$ cat src/hw/rtl/hed_pkg.sv
`timescale 1ns / 1ps
// ----------------------------------------------------------------------------
// hed_pkg
// Shared types, character codes and the named-entity table of the decoder.
// ----------------------------------------------------------------------------
package hed_pkg;

  localparam int ENTITY_WINDOW_DEF = 10;
  localparam int NUM_NAMES = 35;
  localparam int NAME_BYTES = 6;

  localparam logic [7:0] CH_AMP   = 8'h26;
  localparam logic [7:0] CH_SEMI  = 8'h3B;
  localparam logic [7:0] CH_HASH  = 8'h23;
  localparam logic [7:0] CH_X_LO  = 8'h78;
  localparam logic [7:0] CH_X_UP  = 8'h58;
  localparam logic [7:0] CH_SPACE = 8'h20;
  localparam logic [31:0] NBSP_CODE = 32'h0000_00A0;

  typedef struct packed {
    logic [7:0] in_byte;
    logic       in_last;
  } in_item_t;

  typedef struct packed {
    logic [7:0] out_byte;
    logic       out_last;
    logic       out_end;
  } out_item_t;

  typedef enum logic [1:0] {
    EMIT_CUR,
    EMIT_AMP,
    EMIT_ENC
  } emit_sel_t;

  typedef struct packed {
    logic      load;
    logic      emit;
    emit_sel_t emit_sel;
    logic      direct;
    logic      flush;
    logic      drop;
    logic      cnt_inc;
    logic      cnt_dec;
    logic      cnt_clr;
    logic      num_setup;
    logic      num_step;
    logic      code_rom;
    logic      enc_clr;
    logic      enc_inc;
    logic      sel_idx;
  } hed_cmd_t;

  typedef struct packed {
    logic       have;
    logic       cnt_zero;
    logic       cnt_one;
    logic       len_one;
    logic       cur_amp;
    logic       at_end;
    logic       term_now;
    logic       d_ok;
    logic       is_num;
    logic       semi;
    logic       name_hit;
    logic       num_more;
    logic       code_zero;
    logic [1:0] nb;
    logic [1:0] enc_idx;
    logic       can_emit;
    logic       can_flush;
    logic       h_valid;
  } hed_stat_t;

  typedef struct packed {
    logic        hit;
    logic [15:0] cp;
  } name_hit_t;

  localparam logic [47:0] ROM_NAME [NUM_NAMES] = '{
    48'("quot"), 48'("amp"), 48'("lt"), 48'("gt"), 48'("nbsp"), 48'("apos"),
    48'("copy"), 48'("reg"), 48'("trade"), 48'("euro"), 48'("pound"),
    48'("yen"), 48'("ndash"), 48'("mdash"), 48'("lsquo"), 48'("rsquo"),
    48'("ldquo"), 48'("rdquo"), 48'("hellip"), 48'("bull"), 48'("middot"),
    48'("times"), 48'("divide"), 48'("plusmn"), 48'("micro"), 48'("para"),
    48'("sect"), 48'("deg"), 48'("frac14"), 48'("frac12"), 48'("frac34"),
    48'("iquest"), 48'("iexcl"), 48'("laquo"), 48'("raquo")
  };

  localparam logic [2:0] ROM_LEN [NUM_NAMES] = '{
    3'd4, 3'd3, 3'd2, 3'd2, 3'd4, 3'd4, 3'd4, 3'd3, 3'd5, 3'd4, 3'd5,
    3'd3, 3'd5, 3'd5, 3'd5, 3'd5, 3'd5, 3'd5, 3'd6, 3'd4, 3'd6,
    3'd5, 3'd6, 3'd6, 3'd5, 3'd4, 3'd4, 3'd3, 3'd6, 3'd6, 3'd6,
    3'd6, 3'd5, 3'd5, 3'd5
  };

  localparam logic [15:0] ROM_CP [NUM_NAMES] = '{
    16'h0022, 16'h0026, 16'h003C, 16'h003E, 16'h0020, 16'h0027, 16'h00A9,
    16'h00AE, 16'h2122, 16'h20AC, 16'h00A3, 16'h00A5, 16'h2013, 16'h2014,
    16'h0027, 16'h0027, 16'h0022, 16'h0022, 16'h2026, 16'h2022, 16'h00B7,
    16'h00D7, 16'h00F7, 16'h00B1, 16'h00B5, 16'h00B6, 16'h00A7, 16'h00B0,
    16'h00BC, 16'h00BD, 16'h00BE, 16'h00BF, 16'h00A1, 16'h00AB, 16'h00BB
  };

  // key holds the name with its first character in the top byte
  function automatic name_hit_t name_lookup(input logic [47:0] key,
                                            input logic [7:0] nlen);
    name_hit_t r;
    r.hit = 1'b0;
    r.cp  = '0;
    for (int k = 0; k < NUM_NAMES; k++) begin
      if (nlen == 8'(ROM_LEN[k]) &&
          (key >> (8 * (NAME_BYTES - int'(ROM_LEN[k])))) == ROM_NAME[k]) begin
        r.hit = 1'b1;
        r.cp  = ROM_CP[k];
      end
    end
    return r;
  endfunction

endpackage

$ cat src/hw/rtl/hed_stream_if.sv
`timescale 1ns / 1ps
// ----------------------------------------------------------------------------
// hed_stream_if
// Valid/ready channel carrying one payload item per handshake.
// ----------------------------------------------------------------------------
interface hed_stream_if #(
  parameter type payload_t = logic
);
  logic     valid;
  logic     ready;
  payload_t payload;

  modport source (output valid, output payload, input ready);
  modport sink   (input valid, input payload, output ready);
endinterface

$ cat src/hw/rtl/html_entity_decoder_top.sv
`timescale 1ns / 1ps
// ----------------------------------------------------------------------------
// html_entity_decoder_top
// Streaming HTML character-entity decoder producing UTF-8 bytes.
//
//   channel | direction | payload                       | per handshake
//   rx      | in        | in_byte, in_last              | one text byte
//   tx      | out       | out_byte, out_last, out_end   | one decoded byte
//
// A plain byte is loaded and then held or passed on; an opening '&' starts
// an entity in the buffer. A closing byte leads to a resolve step, then for
// a numeric code to accumulating its digits, then to emitting its UTF-8
// bytes (none when the code is out of range), dropping the buffered bytes and
// releasing the last result; a failed entity emits the raw '&' and rescans
// its buffered bytes. The scan sequencer sets the rate; rx is taken only in idle.
// Reset (synchronous) empties the buffer and the result registers.
// A stall on tx holds the sequencer wherever it next needs to emit.
// ----------------------------------------------------------------------------
module html_entity_decoder_top import hed_pkg::*; #(
  parameter int ENTITY_WINDOW = ENTITY_WINDOW_DEF
) (
  input logic         clk,
  input logic         rst,
  hed_stream_if.sink   rx,
  hed_stream_if.source tx
);

  hed_cmd_t  cmd;
  hed_stat_t stat;

  hed_ctrl u_ctrl (
    .clk      (clk),
    .rst      (rst),
    .in_valid (rx.valid),
    .in_ready (rx.ready),
    .stat     (stat),
    .cmd      (cmd)
  );

  hed_datapath #(
    .ENTITY_WINDOW (ENTITY_WINDOW)
  ) u_dp (
    .clk       (clk),
    .rst       (rst),
    .cmd       (cmd),
    .stat      (stat),
    .in_item   (rx.payload),
    .out_valid (tx.valid),
    .out_ready (tx.ready),
    .out_item  (tx.payload)
  );

endmodule

$ cat src/hw/rtl/hed_datapath.sv
`timescale 1ns / 1ps
// ----------------------------------------------------------------------------
// hed_datapath
// Lookahead buffer with rescan queue, numeric accumulator, name lookup,
// UTF-8 encoder and the held/output result registers.
// ----------------------------------------------------------------------------
module hed_datapath import hed_pkg::*; #(
  parameter int ENTITY_WINDOW = ENTITY_WINDOW_DEF
) (
  input  logic      clk,
  input  logic      rst,
  input  hed_cmd_t  cmd,
  output hed_stat_t stat,
  input  in_item_t  in_item,
  output logic      out_valid,
  input  logic      out_ready,
  output out_item_t out_item
);

  localparam int DEPTH = ENTITY_WINDOW + 1;
  localparam int CW = $clog2(ENTITY_WINDOW + 2);
  localparam int AW = $clog2(DEPTH);

  // buffer bytes sit below cnt, bytes waiting for rescan between cnt and len
  logic [7:0]    la_buf [DEPTH];
  logic [CW-1:0] len;
  logic [CW-1:0] cnt;
  logic [CW-1:0] idx;
  logic [CW-1:0] limit;
  logic          last_q;
  logic          term_q;
  logic          semi_q;
  logic          hex_q;
  logic [31:0]   code;
  logic [1:0]    enc_idx;

  logic          h_valid;
  logic [7:0]    h_byte;
  logic          o_valid;
  logic [7:0]    o_byte;
  logic          o_last;
  logic          o_end;

  logic [CW-1:0] rd_addr;
  logic [7:0]    rd_data;
  logic [CW-1:0] d_len;
  logic          hex_now;
  logic [47:0]   key;
  name_hit_t     nh;
  logic [3:0]    dig;
  logic          dig_ok;
  logic [31:0]   code_next;
  logic [31:0]   ec;
  logic [1:0]    nb;
  logic [7:0]    enc_byte;
  logic [7:0]    emit_val;

  assign rd_addr = cmd.sel_idx ? idx : cnt;
  assign rd_data = (rd_addr < CW'(DEPTH)) ? la_buf[rd_addr[AW-1:0]] : 8'h00;
  assign d_len   = term_q ? cnt - CW'(1) : cnt;
  assign hex_now = (la_buf[2] == CH_X_LO) || (la_buf[2] == CH_X_UP);

  always_comb begin
    key = '0;
    for (int j = 0; j < NAME_BYTES; j++) begin
      if (j + 1 <= ENTITY_WINDOW) begin
        key[8*(NAME_BYTES-1-j) +: 8] =
          la_buf[(j + 1 <= ENTITY_WINDOW) ? j + 1 : ENTITY_WINDOW];
      end
    end
  end

  assign nh = name_lookup(key, 8'(cnt) - 8'd2);

  always_comb begin
    dig    = 4'd0;
    dig_ok = 1'b0;
    if (rd_data >= 8'h30 && rd_data <= 8'h39) begin
      dig    = rd_data[3:0];
      dig_ok = 1'b1;
    end else if (hex_q && ((rd_data >= 8'h61 && rd_data <= 8'h66) ||
                           (rd_data >= 8'h41 && rd_data <= 8'h46))) begin
      dig    = rd_data[3:0] + 4'd9;
      dig_ok = 1'b1;
    end
  end

  assign code_next = hex_q ? {code[27:0], dig}
                           : (code << 3) + (code << 1) + 32'(dig);

  assign ec = (code == NBSP_CODE) ? 32'(CH_SPACE) : code;

  always_comb begin
    if (ec < 32'h80)         nb = 2'd1;
    else if (ec < 32'h800)   nb = 2'd2;
    else if (ec < 32'h10000) nb = 2'd3;
    else                     nb = 2'd0;
  end

  always_comb begin
    enc_byte = ec[7:0];
    if (nb == 2'd2) begin
      enc_byte = (enc_idx == 2'd0) ? {3'b110, ec[10:6]} : {2'b10, ec[5:0]};
    end else if (nb == 2'd3) begin
      case (enc_idx)
        2'd0:    enc_byte = {4'b1110, ec[15:12]};
        2'd1:    enc_byte = {2'b10, ec[11:6]};
        default: enc_byte = {2'b10, ec[5:0]};
      endcase
    end
  end

  always_comb begin
    unique case (cmd.emit_sel)
      EMIT_CUR: emit_val = rd_data;
      EMIT_AMP: emit_val = CH_AMP;
      EMIT_ENC: emit_val = enc_byte;
      default:  emit_val = rd_data;
    endcase
  end

  always_ff @(posedge clk) begin
    if (rst) begin
      len     <= '0;
      cnt     <= '0;
      h_valid <= 1'b0;
      o_valid <= 1'b0;
      last_q  <= 1'b0;
    end else begin
      if ((cmd.emit && h_valid) || cmd.flush || cmd.direct) o_valid <= 1'b1;
      else if (out_ready) o_valid <= 1'b0;
      if (cmd.emit) begin
        if (h_valid) begin
          o_byte  <= h_byte;
          o_last  <= 1'b0;
          o_end   <= 1'b0;
        end
        h_byte  <= emit_val;
        h_valid <= 1'b1;
      end
      if (cmd.flush) begin
        o_byte  <= h_byte;
        o_last  <= 1'b1;
        o_end   <= last_q;
        h_valid <= 1'b0;
      end
      if (cmd.direct) begin
        o_byte  <= rd_data;
        o_last  <= 1'b1;
        o_end   <= last_q;
      end
      if (cmd.load) begin
        la_buf[len[AW-1:0]] <= in_item.in_byte;
        len    <= len + CW'(1);
        last_q <= in_item.in_last;
      end
      if (cmd.drop) begin
        for (int j = 0; j < DEPTH - 1; j++) la_buf[j] <= la_buf[j+1];
        len <= len - CW'(1);
      end
      if (cmd.cnt_inc) begin
        cnt    <= cnt + CW'(1);
        term_q <= stat.term_now;
        semi_q <= (rd_data == CH_SEMI);
      end
      if (cmd.cnt_dec) cnt <= cnt - CW'(1);
      if (cmd.cnt_clr) cnt <= '0;
      if (cmd.num_setup) begin
        hex_q <= hex_now;
        idx   <= hex_now ? CW'(3) : CW'(2);
        limit <= hex_now ? cnt : cnt - CW'(1);
        code  <= '0;
      end
      if (cmd.num_step) begin
        code <= code_next;
        idx  <= idx + CW'(1);
      end
      if (cmd.code_rom) code <= {16'h0000, nh.cp};
      if (cmd.enc_clr)  enc_idx <= 2'd0;
      if (cmd.enc_inc)  enc_idx <= enc_idx + 2'd1;
    end
  end

  always_comb begin
    stat.have      = cnt < len;
    stat.cnt_zero  = cnt == '0;
    stat.cnt_one   = cnt == CW'(1);
    stat.len_one   = len == CW'(1);
    stat.cur_amp   = rd_data == CH_AMP;
    stat.at_end    = last_q && ((cnt + CW'(1)) == len);
    stat.term_now  = (rd_data == CH_SEMI) || (cnt >= CW'(ENTITY_WINDOW));
    stat.d_ok      = d_len > CW'(2);
    stat.is_num    = la_buf[1] == CH_HASH;
    stat.semi      = semi_q;
    stat.name_hit  = nh.hit;
    stat.num_more  = (idx < limit) && dig_ok;
    stat.code_zero = code == '0;
    stat.nb        = nb;
    stat.enc_idx   = enc_idx;
    stat.can_emit  = !h_valid || !o_valid || out_ready;
    stat.can_flush = !o_valid || out_ready;
    stat.h_valid   = h_valid;
  end

  assign out_valid         = o_valid;
  assign out_item.out_byte = o_byte;
  assign out_item.out_last = o_last;
  assign out_item.out_end  = o_end;

  a_cnt_in_len: assert property (@(posedge clk) disable iff (rst) cnt <= len)
    else $error("buffer count beyond held bytes");
  a_len_depth: assert property (@(posedge clk) disable iff (rst) len <= CW'(DEPTH))
    else $error("held bytes beyond buffer depth");
  a_end_last: assert property (@(posedge clk) disable iff (rst)
    o_valid && o_end |-> o_last)
    else $error("end of text on an item that is not last");
  a_stall_hold: assert property (@(posedge clk) disable iff (rst)
    o_valid && !out_ready |=> o_valid && $stable(o_byte))
    else $error("output item changed while stalled");

endmodule

$ cat src/hw/rtl/hed_ctrl.sv
`timescale 1ns / 1ps
// ----------------------------------------------------------------------------
// hed_ctrl
// Sequencer: scan bytes, resolve entities, accumulate digits, emit UTF-8.
// ----------------------------------------------------------------------------
module hed_ctrl import hed_pkg::*; (
  input  logic      clk,
  input  logic      rst,
  input  logic      in_valid,
  output logic      in_ready,
  input  hed_stat_t stat,
  output hed_cmd_t  cmd
);

  typedef enum logic [2:0] {
    ST_IDLE,
    ST_SCAN,
    ST_RES,
    ST_NUM,
    ST_ENC,
    ST_FAIL,
    ST_DROP
  } state_t;

  state_t state;
  state_t state_next;

  assign in_ready = (state == ST_IDLE);

  always_comb begin
    cmd        = '0;
    cmd.emit_sel = EMIT_CUR;
    state_next = state;
    unique case (state)
      ST_IDLE: begin
        if (in_valid) begin
          cmd.load   = 1'b1;
          state_next = ST_SCAN;
        end
      end
      ST_SCAN: begin
        if (!stat.have) begin
          // end of item: release the held byte as the last result
          if (!stat.h_valid) begin
            state_next = ST_IDLE;
          end else if (stat.can_flush) begin
            cmd.flush  = 1'b1;
            state_next = ST_IDLE;
          end
        end else if (stat.cnt_zero) begin
          if (stat.cur_amp && !stat.at_end) begin
            cmd.cnt_inc = 1'b1;
          end else if (!stat.h_valid && stat.len_one && stat.can_flush) begin
            cmd.direct = 1'b1;
            cmd.drop   = 1'b1;
            state_next = ST_IDLE;
          end else if (stat.can_emit) begin
            cmd.emit = 1'b1;
            cmd.drop = 1'b1;
          end
        end else begin
          cmd.cnt_inc = 1'b1;
          if (stat.term_now || stat.at_end) state_next = ST_RES;
        end
      end
      ST_RES: begin
        if (!stat.d_ok) begin
          state_next = ST_FAIL;
        end else if (stat.is_num) begin
          cmd.num_setup = 1'b1;
          state_next    = ST_NUM;
        end else if (stat.semi && stat.name_hit) begin
          cmd.code_rom = 1'b1;
          cmd.enc_clr  = 1'b1;
          state_next   = ST_ENC;
        end else begin
          state_next = ST_FAIL;
        end
      end
      ST_NUM: begin
        cmd.sel_idx = 1'b1;
        if (stat.num_more) begin
          cmd.num_step = 1'b1;
        end else if (stat.code_zero) begin
          state_next = ST_FAIL;
        end else begin
          cmd.enc_clr = 1'b1;
          state_next  = ST_ENC;
        end
      end
      ST_ENC: begin
        cmd.emit_sel = EMIT_ENC;
        if (stat.nb == 2'd0) begin
          state_next = ST_DROP;
        end else if (stat.can_emit) begin
          cmd.emit = 1'b1;
          if (stat.enc_idx == stat.nb - 2'd1) state_next = ST_DROP;
          else cmd.enc_inc = 1'b1;
        end
      end
      ST_FAIL: begin
        // pass '&' raw and rescan what followed it
        cmd.emit_sel = EMIT_AMP;
        if (stat.can_emit) begin
          cmd.emit    = 1'b1;
          cmd.drop    = 1'b1;
          cmd.cnt_clr = 1'b1;
          state_next  = ST_SCAN;
        end
      end
      ST_DROP: begin
        cmd.drop    = 1'b1;
        cmd.cnt_dec = 1'b1;
        if (stat.cnt_one) state_next = ST_SCAN;
      end
      default: state_next = ST_IDLE;
    endcase
  end

  always_ff @(posedge clk) begin
    if (rst) begin
      state <= ST_IDLE;
    end else begin
      state <= state_next;
    end
  end

  a_idle_empty: assert property (@(posedge clk) disable iff (rst)
    state == ST_IDLE |-> !stat.h_valid)
    else $error("held result left behind at end of item");
  a_load_scan: assert property (@(posedge clk) disable iff (rst)
    cmd.load |=> state == ST_SCAN)
    else $error("accepted item not scanned");
  a_drop_buf: assert property (@(posedge clk) disable iff (rst)
    state == ST_DROP |-> !stat.cnt_zero)
    else $error("drop with empty buffer");

endmodule
$ cat src/flat_wrapper.sv
// flat-port wrapper written by rule: the top's interface ports become plain ports
module html_entity_decoder_top_flat import hed_pkg::*;
#(
  parameter int ENTITY_WINDOW = ENTITY_WINDOW_DEF
)
  (clk, rst, rx_valid, rx_payload, rx_ready, tx_valid, tx_payload, tx_ready);
  hed_stream_if rx_i ();
  hed_stream_if tx_i ();
  input logic clk;
  input logic rst;
  input wire logic [$bits(rx_i.valid)-1:0] rx_valid;
  input wire logic [$bits(rx_i.payload)-1:0] rx_payload;
  output wire logic [$bits(rx_i.ready)-1:0] rx_ready;
  output wire logic [$bits(tx_i.valid)-1:0] tx_valid;
  output wire logic [$bits(tx_i.payload)-1:0] tx_payload;
  input wire logic [$bits(tx_i.ready)-1:0] tx_ready;
  assign rx_i.valid = rx_valid;
  assign rx_i.payload = rx_payload;
  assign rx_ready = rx_i.ready;
  assign tx_valid = tx_i.valid;
  assign tx_payload = tx_i.payload;
  assign tx_i.ready = tx_ready;
  html_entity_decoder_top #(.ENTITY_WINDOW(ENTITY_WINDOW)) u_core (.clk(clk), .rst(rst), .rx(rx_i), .tx(tx_i));
endmodule
$ cat config.mk
export PLATFORM = sky130hd
export DESIGN_NAME = html_entity_decoder_top_flat
export DESIGN_NICKNAME = d
export VERILOG_FILES = /design/src/hw/rtl/hed_pkg.sv /design/src/hw/rtl/hed_stream_if.sv /design/src/hw/rtl/html_entity_decoder_top.sv /design/src/hw/rtl/hed_datapath.sv /design/src/hw/rtl/hed_ctrl.sv /design/src/flat_wrapper.sv
export SDC_FILE = /design/constraint.sdc
export NUM_CORES = 1
export LEC_CHECK = 0
export BUFFER_PORTS_ARGS = -buffer_cell sky130_fd_sc_hd__buf_2
export CORE_UTILIZATION = 50
export CTS_CLUSTER_SIZE = 20
export DETAILED_ROUTE_END_ITERATION = 10
export PLACE_DENSITY = 0.64
export RECOVER_POWER = 50
export SETUP_SLACK_MARGIN = 0.3
export SLEW_MARGIN = 20
export SYNTH_ARGS = -nofsm -noshare
export SYNTH_HDL_FRONTEND = slang
export SYNTH_HIERARCHICAL = 1
export SYNTH_SLANG_ARGS = --single-unit
$ cat constraint.sdc
create_clock -name clk -period 8.1 [get_ports clk]
set_clock_uncertainty 0.05 [all_clocks]
set_input_delay 1.62 -clock clk [delete_from_list [all_inputs] [get_ports clk]]
set_output_delay 1.62 -clock clk [all_outputs]
set_load 0.05 [all_outputs]
## Word level (Yosys, flattened, before mapping)

Memory sizes are Yosys's and may differ from the RTL's.
Cells that the tools add are included.

| cells by class | value |
|---|---|
| $add $sub $neg | 11 |
| magnitude comparators | 14 |
| eq/ne operators | 66 |
| mux-type cells | 138 |
| bitwise logic cells | 1 |
| reduce and logical (&&, ||, !) cells | 80 |

Operator list:

| kind | count |
|---|---|
| 17-bit 2-to-1 mux | 35 |
| 40-bit by 39-bit equality test with 1-bit output (second input constant) | 13 |
| 48-bit by 47-bit equality test with 1-bit output (second input constant) | 8 |
| 32-bit by 31-bit equality test with 1-bit output (second input constant) | 8 |
| 32-bit 2-to-1 mux | 4 |
| 24-bit by 23-bit equality test with 1-bit output (second input constant) | 4 |
| 1-bit 2-to-1 mux | 54 |
| 3-bit 2-to-1 mux | 16 |
| 4-bit 2-to-1 mux | 12 |
| 1-bit logical AND | 46 |
| 32-bit adder | 1 |
| 32-bit by 4-bit adder with 32-bit output | 1 |
| 16-bit by 15-bit equality test with 1-bit output (second input constant) | 2 |
| 32-bit by 8-bit equality test with 1-bit output (second input constant) | 1 |
| 32-bit logical NOT | 1 |
| 32-bit by 12-bit < comparator with 1-bit output (second input constant) | 1 |
| 32-bit by 17-bit < comparator with 1-bit output (second input constant) | 1 |
| 32-bit by 8-bit < comparator with 1-bit output (second input constant) | 1 |
| 8-bit by 3-bit equality test with 1-bit output (second input constant) | 3 |
| 8-bit by 6-bit equality test with 1-bit output (second input constant) | 3 |
| 3-bit case mux with 7 select lines | 1 |
| 2-bit 2-to-1 mux | 10 |
| 8-bit by 2-bit equality test with 1-bit output (second input constant) | 2 |
| 8-bit by 7-bit equality test with 1-bit output (second input constant) | 2 |
| 43 further kinds | 80 |

| word-level totals | value |
|---|---|
| register bits | 60 |
| memory bits (writable) | 88 |
| input bits | 5 |
| word-level logic and storage cells | 326 |
| memories | 1 |

Memories:

| memory | words | width | rd ports | clocked after memory_dff | wr ports | line | text |
|---|---|---|---|---|---|---|---|
| u_core.u_dp.la_buf | 11 | 8 | 11 | 0 | 10 | hed_datapath.sv:25 | `logic [7:0] la_buf [DEPTH];` |

## Depth between registers and ports, before layout

Gate-level depths: netlist of the first run.

| logic depth | value |
|---|---|
| depth in word-level cells | 45 |
| gate-level depth with buffers | 28 |
| gate-level depth less buffers | 24 |

## Modules after synthesis

Netlist of the first run, hierarchy kept.

Modules (own cells, without submodules):

| module | instances | cells each | area each (um^2) |
|---|---|---|---|
| hed_datapath | 1 | 1405 | 12952.4 |
| hed_ctrl | 1 | 69 | 533.0 |
| html_entity_decoder_top | 1 | 1 | 3.8 |

## Least setup slack after synthesis of the first run

No wires, ideal clock.

| timing path | value |
|---|---|
| path kind | reg-to-reg |
| start point | register u_core.u_ctrl.state[0] |
| end point | register u_core.u_dp.code[30], data pin |
| setup time | 256 ps |
| arrival time | 5829 ps |
| required time | 7794 ps |
| setup slack | 1965 ps |
| cell stages (with the launch flop) | 26 |
| path through | dfxtp_1 -> buf_2 -> and3b_1 -> buf_6 -> mux2i_4 -> mux4_2 -> a21oi_1 -> nor2_1 -> a21oi_1 -> ha_1 -> inv_1 -> o211ai_1 -> and2_1 -> nor2_1 -> a21oi_1 -> fa_1 -> fa_1 -> a211oi_1 -> nor2_1 -> o31ai_1 -> a21oi_1 -> a31oi_1 -> o21ai_0 -> a31oi_1 -> xnor2_1 -> o211a_1 |

RTL lines:

| element | line | text |
|---|---|---|
| start, declared | hed_ctrl.sv:25 | `state_t state;` |
| start signal, assigned | hed_ctrl.sv:124 | `state <= state_next;` |
| end signal, assigned | hed_datapath.sv:175 | `code <= code_next;` |
| end signal, assigned | hed_datapath.sv:178 | `if (cmd.code_rom) code <= {16'h0000, nh.cp};` |
| end, declared | hed_datapath.sv:34 | `logic [31:0] code;` |

==> impl_metrics.ini, run 1 <==
[routing]
via_per_inst = 6.66
m1WireLength_mm = 18.6
vias = 11300
drt_pre_antenna_iters = 6
postRouteWirelength_mm = 42.5
dr_wl_met3_mm = 3.83
drcViolationCount = 0
detail_route.wl_per_cell_um = 24.9
drtIter0Drc = 1395
dr.max_layer_used = met4
drt.antenna.violating_nets = 0
met2WireLength_mm = 18.9

[clock_network]
clk-insertion-delay-late_ns = 0.44
numCtsBuffers = 17
clkSinkCount = 149
clock_tree_root_driver_cell = clkbuf_16
path_clk_slew_ns = 0.09
cts_tree = done
post_cts_resize_count = 0
cts_post_setup_buffers_inserted = 0
holdBufCountCts = 0
htree_levels = 4
max-clock-path-buffers = 2

[sta]
timing.final.hold_violations = 0
setup_total_neg_slack_ns = 0
slew_violations = 0
timing.fmax_mhz = 139
finalCritPeriodShare = 0.887
final.min_clock_period_ns = 7.18
rsz_0062_raised_after_global_routing = no
finalWorstSetupSlack_ns = 0.917
finalSetupViolCount = 0
maxSlewHeadroom = 0.0189
worst-slew-pin-transition_ns = 1.47

[setup_path]
kind_of_capture_point_of_the_worst_setup_path = flop
cp_slowest_stage_delay_ns = 0.69
cp.arrival_ns = 7.32
crit_type = reg -> reg
cp_cell_sequence = and3b_1, buf_4, mux2i_1, mux4_2, a21oi_1, nor2_1, a21oi_1, ha_1, inv_1, o211ai_1, and2_0, nor2_1, a21oi_1, fa_1, fa_1, a211oi_1, nor2_1, o31ai_1, a21oi_1, a31oi_1, o21ai_0, a31oi_1, xnor2_1, o211a_1
critPathSlowestCell = mux2i_1
path_common_cell = a21oi_1
critical_path_required_ns = 8.24
cp_launch_type = flop
cp_max_fo = 18

[placed_design]
pre_cts_ws_ns = 1.06
portBuffers = 7
hpwlAfterDp_mm = 31.8
detailed_place.area_um2 = 12900
globalplace.congestion = 0.952

[cells_and_area]
stdcell_area_um2 = 13500
nets = 1460
n_antenna_cell = 0
mostFrequentLayoutCell = edfxtp_1
syn_to_final_growth_pct = 7.84
layout.core_utilization = 0.552
most-common-layout-cells = 135 x edfxtp_1, 117 x nor2_1, 97 x a21o_1, 92 x nand2_1, 85 x ha_1
drive_above_1_share = 0.0739

[global_route]
global_route.overflow_total = 0
track_usage = 0.334
grt_start_max_net_pins = 67
vias_in_the_first_global_route = 10400
grt_first_pass_wirelength_mm = 64.6
grt_antenna_before_repair = 0

[synth]
netlist_area_um2 = 12500
synth_warnings = 6
synth_cells = 1380
synthesis.area_per_instance_um2 = 9.04

[power_and_ir_drop]
power_per_cell_area_nw_per_um2 = 237
p_leak_uw = 0.00520
vdd_ir_drop_max_v = 0.000219
total_power_uw = 3180

[hold_path]
hold_class = reg -> reg

[die]
io_pins = 8
placement_rows = 57
floorplan.core_area_um2 = 24400
die_height_um = 160
die_w_um = 160
fp.dieArea_um2 = 25600
initial_utilization = 0.511

[run_status]
status = finished clean

[flow_run]
maxCapViolations = 0
==> power by group <==
group	switching, uW	leakage [uW]	internal, uW	total [uW]
Sequential	234	0.00135	1030	1260
Clock	422	0.000300	425	847
Combinational	666	0.00355	412	1080
Total	1320	0.00520	1860	3180
==> state kept, by name, indices dropped and copies added (netlist names) <==
register and flops:
u_core/u_dp/o_end 1, u_core/u_dp/enc_idx 2, u_core/u_dp/h_valid 1, u_core/u_dp/limit 4, u_core/u_dp/idx 4, u_core/u_dp/semi_q 1
u_core/u_dp/last_q 1, u_core/u_dp/la_buf 89, u_core/u_dp/hex_q 1, u_core/u_dp/len 4, u_core/u_dp/term_q 1, u_core/u_ctrl/state 3
u_core/u_dp/code 32, u_core/u_dp/cnt 4, u_core/u_dp/out_valid 1
==> critical path: cells and delay by family (launching register included) <==
| kind | cells | cell delay (ns) |
|---|---|---|
| AOI/OAI and AO/OA | 11 | 2.67 |
| adders and majority gates | 3 | 1.26 |
| muxes | 2 | 1.10 |
| and+or+nand+nor | 5 | 0.81 |
| DFF | 1 | 0.61 |
| buffers and inverters | 2 | 0.32 |
| xor gates and xnor gates | 1 | 0.08 |
==> per-layer routing <==
layer,vias up,track usage
li1,5214,-
met1,5458,0.465
met2,590,0.522
met3,85,0.0675
met4,0,0.103
met5,-,0
==> final cells by class <==
| class | instances | area (um^2) |
|---|---|---|
| clock buffers | 17 | 425 |
| clock inverters | 15 | 194 |
| fillers | 2271 | 10900 |
| inverters | 42 | 158 |
| multi-input cells | 1127 | 7740 |
| flip-flops and latches | 149 | 4330 |
| well taps | 324 | 405 |
| repair buffers | 31 | 199 |
==> per-stage QoR <==
stage          instances  hold slack (ns)
6_report            1705            0.503
5_1_grt             1705            0.529
4_1_cts             1705            0.498
3_5_place_dp        1673            0.477
3_3_place_gp        1673            0.478
2_1_floorplan       1396            0.425
==> final timing paths <==
path / start / end / slack (ns) / cells after the start
worst max-delay path: u_core/u_ctrl/state[0] / u_core/u_dp/code[30] / 0.92 / 24
worst min-delay path: u_core/u_dp/la_buf[9][7] / u_core/u_dp/la_buf[8][7] / 0.50 / 1
worst max register to register: u_core/u_ctrl/state[0] / u_core/u_dp/code[30] / 0.92 / 24
worst min register to register: u_core/u_dp/la_buf[9][7] / u_core/u_dp/la_buf[8][7] / 0.50 / 1
(Power assumes the default switching activity.)
==> run 2, diff against run 1 <==
CORE_ASPECT_RATIO = 1.75   (was unset)
CORE_UTILIZATION = 65   (was 50)
PLACE_DENSITY = 0.8   (was 0.64)
==> run 2 against run 1 <==
  * Worst hold slack lost 0.0012 ns
  * Sequential share of layout area rose by 0.43 points
  * Non-clock buffer count shrank 4
  * Routed wire length is 4.2% higher
  * Combinational power is 4% higher
==> impl_metrics.ini, run 2 (synthesis results as in run 1) <==
[routing]
dr_wl_met3_mm = 3.54
via_per_inst = 7.33
drcViolationCount = 0
dr.max_layer_used = met4
drtIter0Drc = 1319
drt.antenna.violating_nets = 0
met2WireLength_mm = 21.4
detail_route.wl_per_cell_um = 27.5
vias = 11800
m1WireLength_mm = 14.7
postRouteWirelength_mm = 44.3
drt_pre_antenna_iters = 6

[global_route]
vias_in_the_first_global_route = 11800
grt_start_max_net_pins = 89
track_usage = 0.461
grt_antenna_before_repair = 0
grt_first_pass_wirelength_mm = 66.9
global_route.overflow_total = 0

[sta]
setup_total_neg_slack_ns = 0
timing.hold.ws_ns = 0.502
timing.fmax_mhz = 134
finalCritPeriodShare = 0.922
timing.final.hold_violations = 0
rsz_0062_raised_after_global_routing = no
maxSlewHeadroom = 0.111
final.min_clock_period_ns = 7.47
finalSetupViolCount = 0
slew_violations = 0
worst-slew-pin-transition_ns = 1.33

[clock_network]
clock_tree_root_driver_cell = clkbuf_16
clk-insertion-delay-late_ns = 0.44
holdBufCountCts = 0
numCtsBuffers = 17
cts_post_setup_buffers_inserted = 0
post_cts_resize_count = 0
htree_levels = 4
clkSinkCount = 149
cts_tree = done
path_clk_slew_ns = 0.07
max-clock-path-buffers = 2

[die]
fp.dieArea_um2 = 19800
die_w_um = 107
initial_utilization = 0.668
io_pins = 8
floorplan.core_area_um2 = 18700
placement_rows = 66
die_height_um = 185

[cells_and_area]
nets = 1456
largest_reg_flops = 89
drive_above_1_share = 0.0676
stdcell_area_um2 = 13300
mostFrequentLayoutCell = edfxtp_1
layoutNonFillerInstCount = 1614
nFillCells = 1390
biggest_registers_after_layout = u_core/u_dp/la_buf: 89 flops, u_core/u_dp/code: 32 flops
n_antenna_cell = 0
syn_to_final_growth_pct = 6.41
most-common-layout-cells = 135 x edfxtp_1, 117 x nor2_1, 97 x a21o_1, 92 x nand2_1, 85 x ha_1
max_flop_register = u_core/u_dp/la_buf

[placed_design]
globalplace.congestion = 1.05
portBuffers = 7
hpwlAfterDp_mm = 32.5
dpl.cell_count = 1582
detailed_place.area_um2 = 12700

[power_and_ir_drop]
power_switching_uw = 1270
power_per_cell_area_nw_per_um2 = 241
clkPwrFrac = 0.255
power.switching_fraction = 0.398
vdd_ir_drop_max_v = 0.000312
p_comb_frac = 0.352
p_leak_uw = 0.00517
total_power_uw = 3200
seq_power_share = 0.393
internal-power_uw = 1930

[setup_path]
cp_launch_type = flop
crit_type = reg -> reg
cp.arrival_ns = 7.61
cp_max_fo = 22
cp_cell_sequence = and3b_1, buf_4, mux2_1, mux4_2, nor2b_1, a21oi_1, ha_1, a31oi_1, o211ai_1, and2_0, nor2_1, a21oi_1, fa_1, fa_1, a211oi_1, nor2_1, o31ai_1, a21oi_1, a31oi_1, o21ai_0, a31oi_1, xnor2_1, o211a_1
critical_path_required_ns = 8.25
cp_slowest_stage_delay_ns = 0.72
critPathSlowestCell = and3b_1
kind_of_capture_point_of_the_worst_setup_path = flop

[flow_run]
maxCapViolations = 0

[run_status]
status = finished clean

[hold_path]
hold_class = reg -> reg
==> run 2: cell types whose count changed in the layout (fill, tap and decap cells not counted), moves of 2 or more <==
| cell | previous run | this run |
|---|---|---|
| bufinv_16 | 0 | 3 |
| inv_12 | 2 | 0 |
| clkinv_2 | 0 | 2 |
| inv_8 | 4 | 0 |
| clkinv_8 | 5 | 0 |
| clkinv_4 | 2 | 4 |
| buf_4 | 21 | 19 |
==> run 2: path summary, 6_finish.rpt <==
check             cells after the start              startpoint  slack, ns                   end
setup reg to reg                     23  u_core/u_ctrl/state[0]       0.63  u_core/u_dp/code[30]
hold / removal                        2      u_core/u_dp/last_q       0.50    u_core/u_dp/last_q
hold reg to reg                       2      u_core/u_dp/last_q       0.50    u_core/u_dp/last_q
setup / recovery                     23  u_core/u_ctrl/state[0]       0.63  u_core/u_dp/code[30]
==> run 2: critical path, delay by kind of cell, from the launching register on <==
family	cells	cell delay, ns
AO/OA/AOI/OAI	11	2.59
XOR/XNOR	1	0.10
adder cells (fa/ha/maj)	3	1.27
buffers and inverters	1	0.36
flip-flops	1	0.63
multiplexers	2	0.87
AND/OR/NAND/NOR	5	1.33
==> run 2: power by group through the flow <==
| stage | clock, uW | combinational (uW) | sequential, uW |
|---|---|---|---|
| after floorplan | 0 | 855 | 1110 |
| after global placement | 0 | 1020 | 1240 |
| after detailed placement | 0 | 1050 | 1250 |
| after CTS | 818 | 1060 | 1230 |
| after global routing | 846 | 1200 | 1250 |
| final | 816 | 1120 | 1250 |
==> run 2: per-layer routing <==
| layer | track usage | up-vias |
|---|---|---|
| met5 | 0 | - |
| met4 | 0.439 | 0 |
| met3 | 0.110 | 283 |
| met2 | 0.776 | 743 |
| met1 | 0.458 | 5614 |
| li1 | - | 5194 |
==> run 2: stage by stage <==
| stage | utilization | worst slack [ns] |
|---|---|---|
| after floorplan | - | 2.05 |
| after global placement | 0.681 | 1.15 |
| after detailed placement | 0.681 | 0.871 |
| after CTS | 0.712 | 0.820 |
| after global routing | 0.711 | 0.198 |
| final | 0.711 | 0.632 |
==> run 2: cell type report <==
cell class | instances | area [um^2] | area share
Clock buffer | 19 | 433 | 0.0326
Clock inverter | 12 | 155 | 0.0117
Inverter | 42 | 158 | 0.0119
Multi-Input combinational cell | 1127 | 7720 | 0.582
Sequential cell | 149 | 4330 | 0.327
Tap cell | 238 | 298 | 0.0224
Timing Repair Buffer | 27 | 176 | 0.0133
